`src/hdl/opws_pkg.sv`:
```
// ----------------------------------------------------------------------------
// opws_pkg
// Shared constants, codes and the setup table of the OLED page write sequencer.
// ----------------------------------------------------------------------------
package opws_pkg;

    localparam int PAGES   = 8;
    localparam int COLUMNS = 128;

    localparam int PAGE_W = (PAGES > 1) ? $clog2(PAGES) : 1;
    localparam int COL_W  = (COLUMNS > 1) ? $clog2(COLUMNS) : 1;

    localparam int SETUP_LEN     = 20;
    localparam int CONTRAST_SLOT = 13;
    localparam int STEP_W        = $clog2(SETUP_LEN);

    typedef logic [2:0]      mode_t;
    typedef logic [1:0]      wait_t;
    typedef logic [1:0]      cfg_idx_t;
    typedef logic [7:0]      byte_t;
    typedef logic [STEP_W-1:0] step_t;
    typedef logic [PAGE_W-1:0] page_t;
    typedef logic [COL_W-1:0]  col_t;

    localparam mode_t MODE_PIXEL  = 3'd0;
    localparam mode_t MODE_BRIGHT = 3'd1;
    localparam mode_t MODE_ON     = 3'd2;
    localparam mode_t MODE_OFF    = 3'd3;
    localparam mode_t MODE_INIT   = 3'd4;

    localparam wait_t WAIT_NONE   = 2'd0;
    localparam wait_t WAIT_BEFORE = 2'd1;
    localparam wait_t WAIT_AFTER  = 2'd2;

    localparam cfg_idx_t REG_COLUMN_OFFSET = 2'd0;
    localparam cfg_idx_t REG_INIT_CONTRAST = 2'd1;

    localparam byte_t CMD_PAGE_SEL    = 8'hB0;
    localparam byte_t CMD_COL_HIGH    = 8'h10;
    localparam byte_t CMD_CONTRAST    = 8'h81;
    localparam byte_t CMD_DISPLAY_ON  = 8'hAF;
    localparam byte_t CMD_DISPLAY_OFF = 8'hAE;

    localparam byte_t RST_COLUMN_OFFSET = 8'h02;
    localparam byte_t RST_INIT_CONTRAST = 8'h5C;

    // one write of the controller bus
    typedef struct packed {
        byte_t bus_byte;
        logic  is_data;
        logic  power_on;
        wait_t wait_phase;
        logic  last;
    } res_t;

    function automatic byte_t setup_byte(input step_t idx, input byte_t contrast);
        byte_t b;
        case (idx)
            5'd0:    b = 8'hAE;
            5'd1:    b = 8'hAD;
            5'd2:    b = 8'h8A;
            5'd3:    b = 8'hA8;
            5'd4:    b = 8'h3F;
            5'd5:    b = 8'hD3;
            5'd6:    b = 8'h00;
            5'd7:    b = 8'h40;
            5'd8:    b = 8'hA1;
            5'd9:    b = 8'hC8;
            5'd10:   b = 8'hA6;
            5'd11:   b = 8'hA4;
            5'd12:   b = 8'h81;
            5'd13:   b = contrast;
            5'd14:   b = 8'hD5;
            5'd15:   b = 8'h60;
            5'd16:   b = 8'hD8;
            5'd17:   b = 8'h00;
            5'd18:   b = 8'hD9;
            5'd19:   b = 8'h84;
            default: b = 8'h00;
        endcase
        return b;
    endfunction

endpackage

```
`src/hdl/oled_page_write_sequencer_unit.sv`:
```
// ----------------------------------------------------------------------------
// oled_page_write_sequencer_unit
// Turns pixel bytes and display commands into tagged controller bus writes.
// ----------------------------------------------------------------------------
// One item is held in an input stage and sends one bus write per cycle (while
// the output does not stall) into an output register. A mid-page pixel byte is
// one write, so a new one is then taken every cycle. One at the start of a page
// is 4 writes (page and column header first), set brightness 2, display on or
// off 1 and init 20; the input stalls while the stage still owes writes. Modes
// 5 to 7 are taken and dropped. Page and column advance when the last write of
// an item leaves the stage, and every command returns them to page 0.
module oled_page_write_sequencer_unit (
    input  logic               clk,
    input  logic               rst_n,
    input  logic               in_valid,
    output logic               in_stall,
    input  opws_pkg::mode_t    mode,
    input  opws_pkg::byte_t    value,
    output logic               out_valid,
    input  logic               out_stall,
    output opws_pkg::byte_t    bus_byte,
    output logic               is_data,
    output logic               power_on,
    output opws_pkg::wait_t    wait_phase,
    output logic               last,
    input  logic               cfg_valid,
    output logic               cfg_ready,
    input  opws_pkg::cfg_idx_t cfg_index,
    input  opws_pkg::byte_t    cfg_data
);
    import opws_pkg::*;

    byte_t col_offset_reg;
    byte_t contrast_reg;
    page_t page_reg;
    col_t  col_reg;
    logic  conv_reg;

    logic  stage_valid_reg;
    mode_t stage_mode_reg;
    byte_t stage_value_reg;
    step_t step_reg;

    logic  out_valid_reg;
    res_t  out_reg;

    res_t  res;
    logic  advance;
    logic  in_accept;
    logic  hdr;

    assign cfg_ready = 1'b1;

    // pixel byte at column 0 carries the page header
    assign hdr = (col_reg == '0);

    always_comb
    begin
        res            = '0;
        res.power_on   = conv_reg;
        res.wait_phase = WAIT_NONE;
        case (stage_mode_reg)
            MODE_PIXEL:
            begin
                if (hdr && step_reg == 5'd0)
                begin
                    res.bus_byte = CMD_PAGE_SEL + (8'(page_reg) & 8'h0F);
                end
                else if (hdr && step_reg == 5'd1)
                begin
                    res.bus_byte = col_offset_reg & 8'h0F;
                end
                else if (hdr && step_reg == 5'd2)
                begin
                    res.bus_byte = CMD_COL_HIGH | (col_offset_reg >> 4);
                end
                else
                begin
                    res.bus_byte = stage_value_reg;
                    res.is_data  = 1'b1;
                    res.last     = 1'b1;
                end
            end
            MODE_BRIGHT:
            begin
                res.bus_byte = (step_reg == 5'd0) ? CMD_CONTRAST : stage_value_reg;
                res.last     = (step_reg != 5'd0);
            end
            MODE_ON:
            begin
                res.bus_byte   = CMD_DISPLAY_ON;
                res.power_on   = 1'b1;
                res.wait_phase = WAIT_BEFORE;
                res.last       = 1'b1;
            end
            MODE_OFF:
            begin
                res.bus_byte   = CMD_DISPLAY_OFF;
                res.power_on   = 1'b0;
                res.wait_phase = WAIT_AFTER;
                res.last       = 1'b1;
            end
            MODE_INIT:
            begin
                res.bus_byte = setup_byte(step_reg, contrast_reg);
                res.power_on = 1'b0;
                res.last     = (step_reg == step_t'(SETUP_LEN - 1));
            end
            default:
            begin
                res.last = 1'b1;
            end
        endcase
    end

    assign advance   = stage_valid_reg && (!out_valid_reg || !out_stall);
    assign in_stall  = stage_valid_reg && !(advance && res.last);
    assign in_accept = in_valid && !in_stall;

    always_ff @(posedge clk or negedge rst_n)
    begin
        if (!rst_n)
        begin
            col_offset_reg <= RST_COLUMN_OFFSET;
            contrast_reg   <= RST_INIT_CONTRAST;
        end
        else if (cfg_valid && cfg_ready)
        begin
            case (cfg_index)
                REG_COLUMN_OFFSET: col_offset_reg <= cfg_data;
                REG_INIT_CONTRAST: contrast_reg   <= cfg_data;
                default:           ;
            endcase
        end
    end

    always_ff @(posedge clk or negedge rst_n)
    begin
        if (!rst_n)
        begin
            stage_valid_reg <= 1'b0;
            step_reg        <= '0;
            page_reg        <= '0;
            col_reg         <= '0;
            conv_reg        <= 1'b0;
        end
        else
        begin
            // unused modes are taken and dropped
            if (in_accept && mode <= MODE_INIT)
            begin
                stage_valid_reg <= 1'b1;
                step_reg        <= '0;
            end
            else if (advance)
            begin
                step_reg <= step_reg + step_t'(1);
                if (res.last)
                begin
                    stage_valid_reg <= 1'b0;
                end
            end
            if (advance && res.last)
            begin
                conv_reg <= res.power_on;
                if (stage_mode_reg == MODE_PIXEL)
                begin
                    if (col_reg == col_t'(COLUMNS - 1))
                    begin
                        col_reg  <= '0;
                        page_reg <= (page_reg == page_t'(PAGES - 1)) ?
                                    '0 : page_reg + page_t'(1);
                    end
                    else
                    begin
                        col_reg <= col_reg + col_t'(1);
                    end
                end
                else
                begin
                    col_reg  <= '0;
                    page_reg <= '0;
                end
            end
        end
    end

    always_ff @(posedge clk)
    begin
        if (in_accept)
        begin
            stage_mode_reg  <= mode;
            stage_value_reg <= value;
        end
        if (advance)
        begin
            out_reg <= res;
        end
    end

    always_ff @(posedge clk or negedge rst_n)
    begin
        if (!rst_n)
        begin
            out_valid_reg <= 1'b0;
        end
        else if (advance)
        begin
            out_valid_reg <= 1'b1;
        end
        else if (!out_stall)
        begin
            out_valid_reg <= 1'b0;
        end
    end

    assign out_valid  = out_valid_reg;
    assign bus_byte   = out_reg.bus_byte;
    assign is_data    = out_reg.is_data;
    assign power_on   = out_reg.power_on;
    assign wait_phase = out_reg.wait_phase;
    assign last       = out_reg.last;

`ifndef SYNTHESIS
    a_idle_no_stall: assert property (@(posedge clk) disable iff (!rst_n)
        !stage_valid_reg |-> !in_stall)
        else $error("input stalled with an empty stage");

    a_col_range: assert property (@(posedge clk) disable iff (!rst_n)
        col_reg <= col_t'(COLUMNS - 1))
        else $error("column counter out of range");

    a_step_range: assert property (@(posedge clk) disable iff (!rst_n)
        stage_valid_reg |-> step_reg < step_t'(SETUP_LEN))
        else $error("write step out of range");

    a_on_sets_conv: assert property (@(posedge clk) disable iff (!rst_n)
        advance && res.last && stage_mode_reg == MODE_ON |=> conv_reg)
        else $error("converter not enabled after display on");

    a_data_no_wait: assert property (@(posedge clk) disable iff (!rst_n)
        out_valid_reg && out_reg.is_data |-> out_reg.wait_phase == WAIT_NONE
            && out_reg.last)
        else $error("data write with wait or not last");
`endif

endmodule
```
`config.mk`:
```
export PLATFORM = sky130hd
export DESIGN_NAME = oled_page_write_sequencer_unit
export DESIGN_NICKNAME = d
export VERILOG_FILES = /design/src/hdl/opws_pkg.sv /design/src/hdl/oled_page_write_sequencer_unit.sv
export SDC_FILE = /design/constraint.sdc
export NUM_CORES = 1
export LEC_CHECK = 0
export ABC_AREA = 1
export BUFFER_PORTS_ARGS = -buffer_cell sky130_fd_sc_hd__buf_2
export CELL_PAD_IN_SITES_DETAIL_PLACEMENT = 0
export CELL_PAD_IN_SITES_GLOBAL_PLACEMENT = 1
export CORE_UTILIZATION = 43
export DETAILED_ROUTE_END_ITERATION = 12
export HOLD_SLACK_MARGIN = 0.05
export PLACE_DENSITY_LB_ADDON = 0.1
export RECOVER_POWER = 50
export SYNTH_ARGS = -nofsm -noshare
export SYNTH_HDL_FRONTEND = slang
export SYNTH_SLANG_ARGS = --single-unit
```
`constraint.sdc`:
```
create_clock -name clk -period 3.1 [get_ports clk]
set_input_delay 0.155 -clock clk [delete_from_list [all_inputs] [get_ports clk]]
set_output_delay 0.155 -clock clk [all_outputs]
set_load 0.02 [all_outputs]
```
==> reports/results.txt, run 1 <==
Status -> complete, but fails checks
Failing checks -> max-capacitance violations, max-slew violations
Worst-path cell chain -> inv_1 -> ha_1 -> nand2_2 -> inv_2 -> nand2_4 -> nor2_4 -> nor2_2 -> nand2_2 -> nand3_4 -> nand2_8 -> nand2_4 -> inv_2 -> nor2_1
Layout cells sized above 1 -> 0.166
Crit-path max cell delay -> 0.67 ns
Reg2Reg Setup Slack -> 0.45 ns
H-tree levels -> 3
Synth Register Bits -> 58
CP max-delay cell -> nor2_1
Global-route wire length before repair -> 12300 µm
Highest clock rate -> 0.377 GHz
Clock sink total -> 58
DRT Pass-1 Iters -> 5
CP Buf/Inv Count -> 3
Setup crit start kind -> flip-flop
Number of flops mapped to enable cells by yosys -> 24
CTS buffer count -> 9
Ys flop type -> dfrtp_1
Initial antenna violation count -> 0
Synthesized area -> 0.00318 mm²
Share of the synthesized area in the top cell type -> 0.229
Syn-to-layout area delta -> 18.8%
Initial DRC count -> 222
Worst EP arrival -> 2.60 ns
DIE AREA -> 0.00773 mm²
Placer Congestion -> 1.00
Clk Latency, worst-skew pair -> 0.33 ns
Synthesis Warnings -> 0
Pwr dens -> 842 mW/mm²
Post-synth ARST share -> 0.586
Yosys cell types -> 40
Ranking of synthesized cells by area -> dfrtp_1 23%, edfxtp_1 23%, nand2_1 9.6%
Total of hold buffers inserted after clock tree synthesis -> 13
Clock Tree Buf Depth -> 2
Diode count -> 0
Avg Cell Area, Syn -> 8.54 µm²
VDD IR max -> 323 µV
Postcts setup bufs -> 0
Vias in the first global route -> 2516
RSZ-0062 raised after global routing -> no
Post-layout util -> 0.543
Critical path class -> flip-flop to flip-flop
CTS root buffer -> clkbuf_8
CP required -> 3.05 ns
Final TNS setup -> 0 ns
Die X -> 87.9 µm
Worst Hold Class -> primary input to flip-flop
Sequential share of the synthesized area -> 0.497
Slew @ Worst Pin -> 1.89 ns
Syn nets -> 407
Post-route minimum period -> 2.65 ns
Syn Inst Count -> 372
Core area -> 0.00694 mm²
DRT Wirelength -> 7520 µm
Initial Utilization -> 0.457
Total GRT Usage -> 0.217
Placed insts -> 507
Clock slew at reported path FFs -> 0.07 ns
Slew Limit Fails -> 35
Crit-path leading delay family -> simple AND/OR/NAND/NOR gates
CTS resizes -> 0
Final Skew -> 0.0105 ns
Fin crit share -> 0.855
Via Count -> 2665
Via/cell ratio -> 4.97
Nets -> 470
Rows -> 30
Max-Cap Viols -> 1
CTS tree -> yes
Post-route ant nets -> 0
Area leader, netlist -> dfrtp_1
Slew headroom -> -0.261
Largest net degree at the start of global routing -> 35
# IOs -> 42
Grt total ovfl -> 0
Final hold viol count -> 0
DRC -> 0
Final setup vio count -> 0
Dpl hpwl -> 5770 µm
Non-filler instance count after layout -> 536
Type of element capturing the critical path -> flip-flop
Wire per inst -> 14.0 µm
Die Y -> 87.9 µm
IO Port Bufs -> 40
Crit Path Max Fanout -> 11
Leak pwr -> 1.80 nW
-- tightest hold or removal path: cells and delay by family --
family / cells / cell delay, ns
AOI/OAI and AO/OA: 1 / 0.08
buffers and inverters: 2 / 0.15
-- report_power, final --
part           switching [mW]  total, mW  internal (mW)
clock                   0.290      0.600          0.311
combinational           0.969       1.40          0.435
sequential              0.118       1.17           1.05
total                    1.38       3.18           1.80
-- cells by family (layout without fill, tap and decap cells) --
| kind of cell | count (synthesis) | after routing | share of synthesized area |
|---|---|---|---|
| other | 1 | 1 | 0.00118 |
| AND/OR/NAND/NOR | 169 | 169 | 0.255 |
| adder cells (fa/ha/maj) | 9 | 9 | 0.0355 |
| XOR/XNOR | 4 | 4 | 0.0110 |
| buffers and inverters | 58 | 126 | 0.0725 |
| AO/OA/AOI/OAI | 73 | 73 | 0.128 |
| flip-flops | 58 | 58 | 0.497 |
-- Yosys cell counts, types with 2 or more instances --
cell	n
a211oi_1	3
a21oi_1	14
clkbuf_1	2
dfrtp_1	29
dfstp_2	5
edfxtp_1	24
ha_1	9
inv_1	46
inv_2	6
nand2_1	81
nand2_2	6
nand2_4	2
nand3_1	22
nand3_4	2
nand3b_1	2
nand4_1	4
nor2_1	30
nor2_2	6
nor2_4	3
nor3_1	7
o211ai_1	3
o21ai_0	34
o21ai_1	12
xor2_1	4
-- layer usage --
layer / track usage / share of wire / routed length [µm]
met5: 0 / 0 / 0
met4: 0.0596 / 0.013 / 97
met3: 0.0528 / 0.062 / 470
met2: 0.332 / 0.43 / 3260
met1: 0.306 / 0.49 / 3700
-- placed cells by master (no fill, tap or decap), types with 5 or more instances in the layout --
cell and n:
a21oi_1 14, buf_2 22, clkbuf_1 21, clkbuf_8 10, dfrtp_1 29, dfstp_2 5, dlygate4sd3_1 13, edfxtp_1 24
ha_1 9, inv_1 46, inv_2 6, nand2_1 81, nand2_2 6, nand3_1 22, nor2_1 30, nor2_2 6
nor3_1 7, o21ai_0 34, o21ai_1 12
-- per-stage QoR --
step | area [µm²] | setup WS, ns | hold slack (ns) | power (mW)
after detailed placement | 3500 | 0.436 | 0.291 | 2.59
after CTS | 3790 | 0.423 | 0.0619 | 3.22
after global placement | 3500 | 0.542 | 0.290 | 2.61
after floorplan | 3180 | 0.761 | -0.141 | 2.19
after global routing | 3770 | 0.191 | 0.0855 | 3.42
final | 3770 | 0.448 | 0.0708 | 3.18
-- final timing paths --
path	from	endpoint	cells past startpoint
worst min-delay path	cfg_data[1]	col_offset_reg[1]	3
worst min register to register	col_offset_reg[1]	col_offset_reg[1]	2
worst max register to register	step_reg[0]	stage_value_reg[3]	13
worst max-delay path	step_reg[0]	stage_value_reg[3]	13
min in group asynchronous	rst_n	step_reg[4]	2
max in group asynchronous	rst_n	page_reg[2]	2
-- layout make-up --
cell class                      instances  area, µm²
Multi-Input combinational cell        256       1370
Clock inverter                          3       16.3
Fill cell                             651       3170
Inverter                               54        210
Tap cell                               96        120
Clock buffer                           13        149
Sequential cell                        58       1580
Timing Repair Buffer                   56        330
Power figures use the tool's default switching activity.
==> inputs of run 2 (changes only) <==
==> constraint.sdc (replaced) <==
create_clock -name clk -period 2.85 [get_ports clk]
set_input_delay 0.1425 -clock clk [delete_from_list [all_inputs] [get_ports clk]]
set_output_delay 0.1425 -clock clk [all_outputs]
set_load 0.02 [all_outputs]
==> run 2 against run 1 <==
Effect of this change: the run still ends with max-capacitance violations, max-slew violations left; global-route usage grew 0.30 points; critical path depth is the same; critical endpoint is now stage_value_reg[7]; routed wire length grew 1.9%; sequential share of layout area shrank 0.12 points; final cell count is the same; clock power grew 13%; first-iteration DRC count shrank 16%; largest power group unchanged; largest cell class unchanged.
==> reports/results.txt, run 2 (synthesis gave the netlist of run 1 again) <==
Status -> complete, but fails checks
Failing checks -> max-capacitance violations, max-slew violations
Fin crit share -> 0.838 (-0.0178)
Slew @ Worst Pin -> 1.90 ns (+0.00754 ns)
Via Count -> 2653 (-0.45%)
Initial DRC count -> 187 (-16%)
Worst Hold Class -> primary input to flip-flop
Grt total ovfl -> 0 (unchanged)
Slew headroom -> -0.266 (-0.00503)
Clock sink total -> 58 (unchanged)
CP required -> 2.81 ns (-0.24 ns)
Crit-path max cell delay -> 0.43 ns (-0.24 ns)
Clock slew at reported path FFs -> 0.07 ns (about the same)
Post-route minimum period -> 2.39 ns (-0.264 ns)
VDD IR max -> 390 µV (+21%)
Total GRT Usage -> 0.220 (+0.00302)
# IOs -> 42 (unchanged)
Worst EP arrival -> 2.34 ns (-0.26 ns)
Type of element capturing the critical path -> flip-flop
Setup crit start kind -> flip-flop
Rows -> 30 (unchanged)
Max-Cap Viols -> 1 (unchanged)
Worst-path cell chain -> inv_1 -> ha_1 -> nand2_2 -> inv_2 -> nand2_4 -> nor2_4 -> nor2_2 -> nand2_2 -> nand3_4 -> nand2_8 -> nand2_4 -> inv_2 -> nor2_2
Placer Congestion -> 1.00 (about the same)
Diode count -> 0 (unchanged)
DIE AREA -> 0.00773 mm² (unchanged)
Post-route ant nets -> 0 (unchanged)
Pwr dens -> 921 mW/mm² (+9.4%)
Fillcell total -> 657 (+0.92%)
Die X -> 87.9 µm (unchanged)
Core area -> 0.00694 mm² (unchanged)
Leak pwr -> 1.80 nW (+0.18%)
Final hold viol count -> 0 (unchanged)
Hold-critical path depth -> 3 (unchanged)
Initial antenna violation count -> 0 (unchanged)
DRC -> 0 (unchanged)
Layout cells sized above 1 -> 0.168 (+0.00227)
RSZ-0062 raised after global routing -> no
Highest clock rate -> 0.419 GHz (+11%)
Largest net degree at the start of global routing -> 35 (unchanged)
Crit Path Max Fanout -> 11 (unchanged)
Final Skew -> 0.00826 ns (-0.00221 ns)
Commonest non-fill, non-tap cell in the layout -> nand2_1
Global-route wire length before repair -> 12600 µm (+1.9%)
IO Port Bufs -> 40 (unchanged)
CTS root buffer -> clkbuf_8
Area post-placement -> 0.00350 mm² (unchanged)
Via/cell ratio -> 4.95 (-0.45%)
CTS tree -> yes
Dpl hpwl -> 5830 µm (+1.1%)
FF-to-FF path depth -> 13 (unchanged)
Multi-input gate area -> 0.00137 mm² (+0.18%)
GR peak layer -> met2
Final setup vio count -> 0 (unchanged)
Critical path class -> flip-flop to flip-flop
H-tree levels -> 3 (unchanged)
Sequential Area -> 0.00158 mm² (unchanged)
CTS buffer count -> 9 (unchanged)
DRT Pass-1 Iters -> 4 (-1)
Vias in the first global route -> 2530 (+0.56%)
Clock Tree Buf Depth -> 2 (unchanged)
M3 GR Usage -> 0.0443 (-0.00848)
Nets -> 470 (unchanged)
CP max-delay cell -> dfrtp_1
Final TNS setup -> 0 ns (unchanged)
Clk Latency, worst-skew pair -> 0.32 ns (about the same)
Met2 usage -> 0.338 (+0.00564)
Met1 usage -> 0.313 (+0.00779)
Syn-to-layout area delta -> 19.1%
Initial Utilization -> 0.457 (unchanged)
Commonest non-fill, non-tap cells in the layout -> 81 x nand2_1, 46 x inv_1, 34 x o21ai_0, 29 x nor2_1, 29 x dfrtp_1
DRT Wirelength -> 7660 µm (+1.9%)
Slew Limit Fails -> 35 (unchanged)
Die Y -> 87.9 µm (unchanged)
Wire per inst -> 14.3 µm (+1.9%)
Final Cell Area -> 0.00378 mm² (+0.30%)
==> run 2: cell types whose count changed in the layout (fill, tap and decap cells not counted) <==
cell,before,now
nor2_2,6,7
clkinv_2,2,1
clkbuf_8,10,11
nor2_1,30,29
==> run 2: power breakdown <==
part           switching, mW  internal (mW)  leakage [nW]
clock network          0.312          0.364        0.0910
registers              0.127           1.14         0.662
logic                   1.06          0.475          1.05
total                   1.50           1.98          1.80
==> run 2: final cells by class <==
| type | count | share of cell area |
|---|---|---|
| repair buffers | 56 | 0.0873 |
| inverters | 54 | 0.0556 |
| clock buffers | 14 | 0.0430 |
| flip-flops and latches | 58 | 0.417 |
| multi-input cells | 256 | 0.362 |
| clock inverters | 2 | 0.00298 |
| well taps | 96 | 0.0318 |
==> run 2: metrics by stage <==
stage	hold WS, ns	setup WS (ns)	instances	total power [mW]	util
2_1_floorplan	-0.153	0.511	372	2.38	-
3_3_place_gp	0.278	0.292	507	2.84	0.504
3_5_place_dp	0.278	0.189	507	2.83	0.504
4_1_cts	0.0565	0.176	536	3.52	0.548
5_1_grt	0.0766	0.271	536	3.74	0.545
6_report	0.0731	0.463	536	3.48	0.545
==> run 2: critical path, delay by kind of cell, from the launching register on <==
kind	cells	cell delay, ns
AND/OR/NAND/NOR	9	1.17
buffers and inverters	3	0.19
adder cells (fa/ha/maj)	1	0.23
flip-flops	1	0.43
==> run 2: path summary, 6_finish.rpt <==
kind,to,startpoint,slack [ns]
setup reg to reg,stage_value_reg[7],step_reg[0],0.46
max in group asynchronous,col_offset_reg[2],rst_n,0.87
hold / removal,contrast_reg[3],cfg_data[3],0.07
hold reg to reg,col_offset_reg[1],col_offset_reg[1],0.49
setup / recovery,stage_value_reg[7],step_reg[0],0.46
min in group asynchronous,step_reg[2],rst_n,0.88
==> run 2: per-layer routing <==
layer,routed length [µm],share of wire
met5,0,0
met1,3810,0.50
met4,39,0.0051
met2,3440,0.45
met3,366,0.048
==> run 2: timing repair <==
action,4_1_cts,5_1_grt
setup endpoints to repair,0,11
resized for setup,0,1
buffers inserted,0,0
endpoints found under the hold margin,41,0
hold buffers,13,0
==> inputs of run 3 (changes only) <==
==> constraint.sdc (replaced) <==
create_clock -name clk -period 2.5 [get_ports clk]
set_input_delay 0.125 -clock clk [delete_from_list [all_inputs] [get_ports clk]]
set_output_delay 0.125 -clock clk [all_outputs]
set_load 0.02 [all_outputs]
==> run 3 against run 2 <==
Effect of this change: the flow still finishes with violations (max-capacitance violations, max-slew violations); first-iteration DRC count decreased by 20%; sequential cell count unchanged; non-clock buffer count increased by 23; combinational power increased by 25%; worst setup slack got worse by 0.24 ns; via count increased by 5.4%; largest cell class unchanged.
==> reports/results.txt, run 3 (synthesis gave the netlist of run 1 again) <==
Status -> complete, but fails checks
Failing checks -> max-capacitance violations, max-slew violations
CP max-delay cell -> nor2_2
Sw Pwr -> 1.79 mW (+19%)
Clock slew at reported path FFs -> 0.07 ns (about the same)
Post-route minimum period -> 2.27 ns (-0.115 ns)
Type of element capturing the critical path -> flip-flop
Internal power -> 2.44 mW (+23%)
Sequential share of power -> 0.339 (-0.026)
Crit Path Max Fanout -> 11 (unchanged)
Highest clock rate -> 0.440 GHz (+5.1%)
Final hold viol count -> 0 (unchanged)
Final setup vio count -> 0 (unchanged)
Setup crit start kind -> flip-flop
CTS buffer count -> 9 (unchanged)
Worst EP arrival -> 2.25 ns (-0.09 ns)
DIE AREA -> 0.00773 mm² (unchanged)
RSZ-0062 raised after global routing -> no
Vias in the first global route -> 2635 (+4.2%)
CTS tree -> yes
DRT Pass-1 Iters -> 5 (+1)
PnR Total Power -> 4.23 mW (+21%)
Final Skew -> 0.00694 ns (-0.00132 ns)
Leak pwr -> 1.92 nW (+6.3%)
Initial Utilization -> 0.457 (unchanged)
Post-route ant nets -> 0 (unchanged)
Die Y -> 87.9 µm (unchanged)
VDD IR max -> 458 µV (+17%)
CTS root buffer -> clkbuf_8
Initial antenna violation count -> 0 (unchanged)
Rows -> 30 (unchanged)
Nets -> 493 (+4.9%)
Wire per inst -> 13.9 µm (-2.9%)
Clock Tree Buf Depth -> 2 (unchanged)
H-tree levels -> 3 (unchanged)
Global-route wire length before repair -> 12700 µm (+1.0%)
Dpl hpwl -> 5860 µm (+0.52%)
Via Count -> 2796 (+5.4%)
Worst flop-to-flop path endpoint -> stage_value_reg[5]
Worst-path cell chain -> inv_1 -> ha_1 -> nand2_2 -> inv_2 -> nand2_4 -> nor2_4 -> nor2_2 -> nand2_2 -> nand3_4 -> nand2_8 -> nand2_4 -> inv_2 -> nor2_2
Hold-critical path depth -> 3 (unchanged)
Setup slack after layout -> 0.228 ns (-0.235 ns)
Clk network pwr share -> 0.206 (+0.012)
Via/cell ratio -> 5.00 (+1.1%)
Max-Cap Viols -> 1 (unchanged)
Fillcell total -> 646 (-1.7%)
Diode count -> 0 (unchanged)
DRC -> 0 (unchanged)
Multi-input gate area -> 0.00137 mm² (unchanged)
Clock sink total -> 58 (unchanged)
Crit-path max cell delay -> 0.45 ns (+0.02 ns)
Worst slack, placed -> -0.0676 ns (-0.257 ns)
Pwr dens -> 1060 mW/mm² (+15%)
Slew Limit Fails -> 35 (unchanged)
Initial DRC count -> 150 (-20%)
Slew headroom -> -0.289 (-0.0231)
Worst Hold Class -> primary input to flip-flop
Sw Ratio -> 0.423 (-0.00782)
Fin crit share -> 0.909 (+0.0713)
Min-delay src -> in_valid
Total GRT Usage -> 0.226 (+0.00684)
Die X -> 87.9 µm (unchanged)
Slew @ Worst Pin -> 1.93 ns (+0.0346 ns)
Placer Congestion -> 0.961 (-4.2%)
Postcts setup bufs -> 0 (unchanged)
Largest net degree at the start of global routing -> 35 (unchanged)
Commonest non-fill, non-tap cell in the layout -> nand2_1
R2R Path Start -> step_reg[1]
CP required -> 2.47 ns (-0.34 ns)
DRT Wirelength -> 7760 µm (+1.2%)
Comb pwr share -> 0.455 (+0.014)
Commonest non-fill, non-tap cells in the layout -> 81 x nand2_1, 46 x inv_1, 34 x o21ai_0, 29 x nor2_1, 29 x dfrtp_1
Clk Latency, worst-skew pair -> 0.34 ns (+0.02 ns)
IO Port Bufs -> 40 (unchanged)
# IOs -> 42 (unchanged)
Worst hold endpoint -> stage_valid_reg
Core area -> 0.00694 mm² (unchanged)
Syn-to-layout area delta -> 26.0%
Layout cells sized above 1 -> 0.197 (+0.0284)
FF-to-FF path depth -> 13 (unchanged)
Critical path class -> flip-flop to flip-flop
Reg2Reg Setup Slack -> 0.23 ns (-0.24 ns)
Sequential Area -> 0.00158 mm² (unchanged)
Grt total ovfl -> 0 (unchanged)
[run 3: worst max-delay path by stage]
| stage | from | end | slack (ns) | depth (start not counted) |
|---|---|---|---|---|
| floorplan | step_reg[0] | stage_mode_reg[0] | 0.16 | 13 |
| global placement | step_reg[1] | stage_value_reg[7] | 0.09 | 13 |
| detailed placement | step_reg[1] | stage_value_reg[7] | -0.07 | 13 |
| CTS | step_reg[1] | stage_value_reg[5] | 0.22 | 13 |
| global route | step_reg[1] | stage_value_reg[5] | 0.06 | 13 |
| finish | step_reg[1] | stage_value_reg[5] | 0.23 | 13 |
[run 3: timing repair]
| item | CTS | global route |
|---|---|---|
| endpoints found under the hold margin | 54 | 0 |
| resized for setup | 1 | 0 |
| hold buffers | 21 | 0 |
| setup endpoints to repair | 11 | 0 |
[run 3: critical path: cells and delay by family (launching register included)]
kind | cells | cell delay, ns
AND/OR/NAND/NOR | 9 | 1.11
flip-flops | 1 | 0.39
adder cells (fa/ha/maj) | 1 | 0.22
buffers and inverters | 3 | 0.18
[run 3: layout make-up]
cell class,instances,share of cell area
Sequential cell,58,0.394
Multi-Input combinational cell,256,0.342
Timing Repair Buffer,79,0.131
Inverter,54,0.0525
Clock buffer,9,0.0309
Tap cell,96,0.0300
Clock inverter,7,0.0194
[run 3: power by group through the flow]
stage | clock, mW | sequential (mW) | combinational, mW
4_1_cts | 0.894 | 1.43 | 1.95
5_1_grt | 0.934 | 1.46 | 2.15
3_5_place_dp | 0 | 1.45 | 1.92
2_1_floorplan | 0 | 1.56 | 1.16
3_3_place_gp | 0 | 1.44 | 1.92
6_report | 0.872 | 1.43 | 1.92
[run 3: metrics by stage]
step	hold WS, ns	area, µm²	utilization	TNS [ns]	std cells
2_1_floorplan	-0.171	3180	-	0	372
3_3_place_gp	0.268	3610	0.520	0	522
3_5_place_dp	0.262	3610	0.520	-0.734	522
4_1_cts	0.0853	4030	0.580	0	559
5_1_grt	0.113	4000	0.576	0	559
6_report	0.0976	4000	0.576	0	559
[run 3: per-layer routing]
metal	routed length, µm	GRT usage	vias up	part of all wire
met4	228	0.107	0	0.029
met1	3850	0.305	1274	0.50
met2	3320	0.345	95	0.43
met3	354	0.0518	19	0.046
met5	0	0	-	0
li1	-	-	1408	-
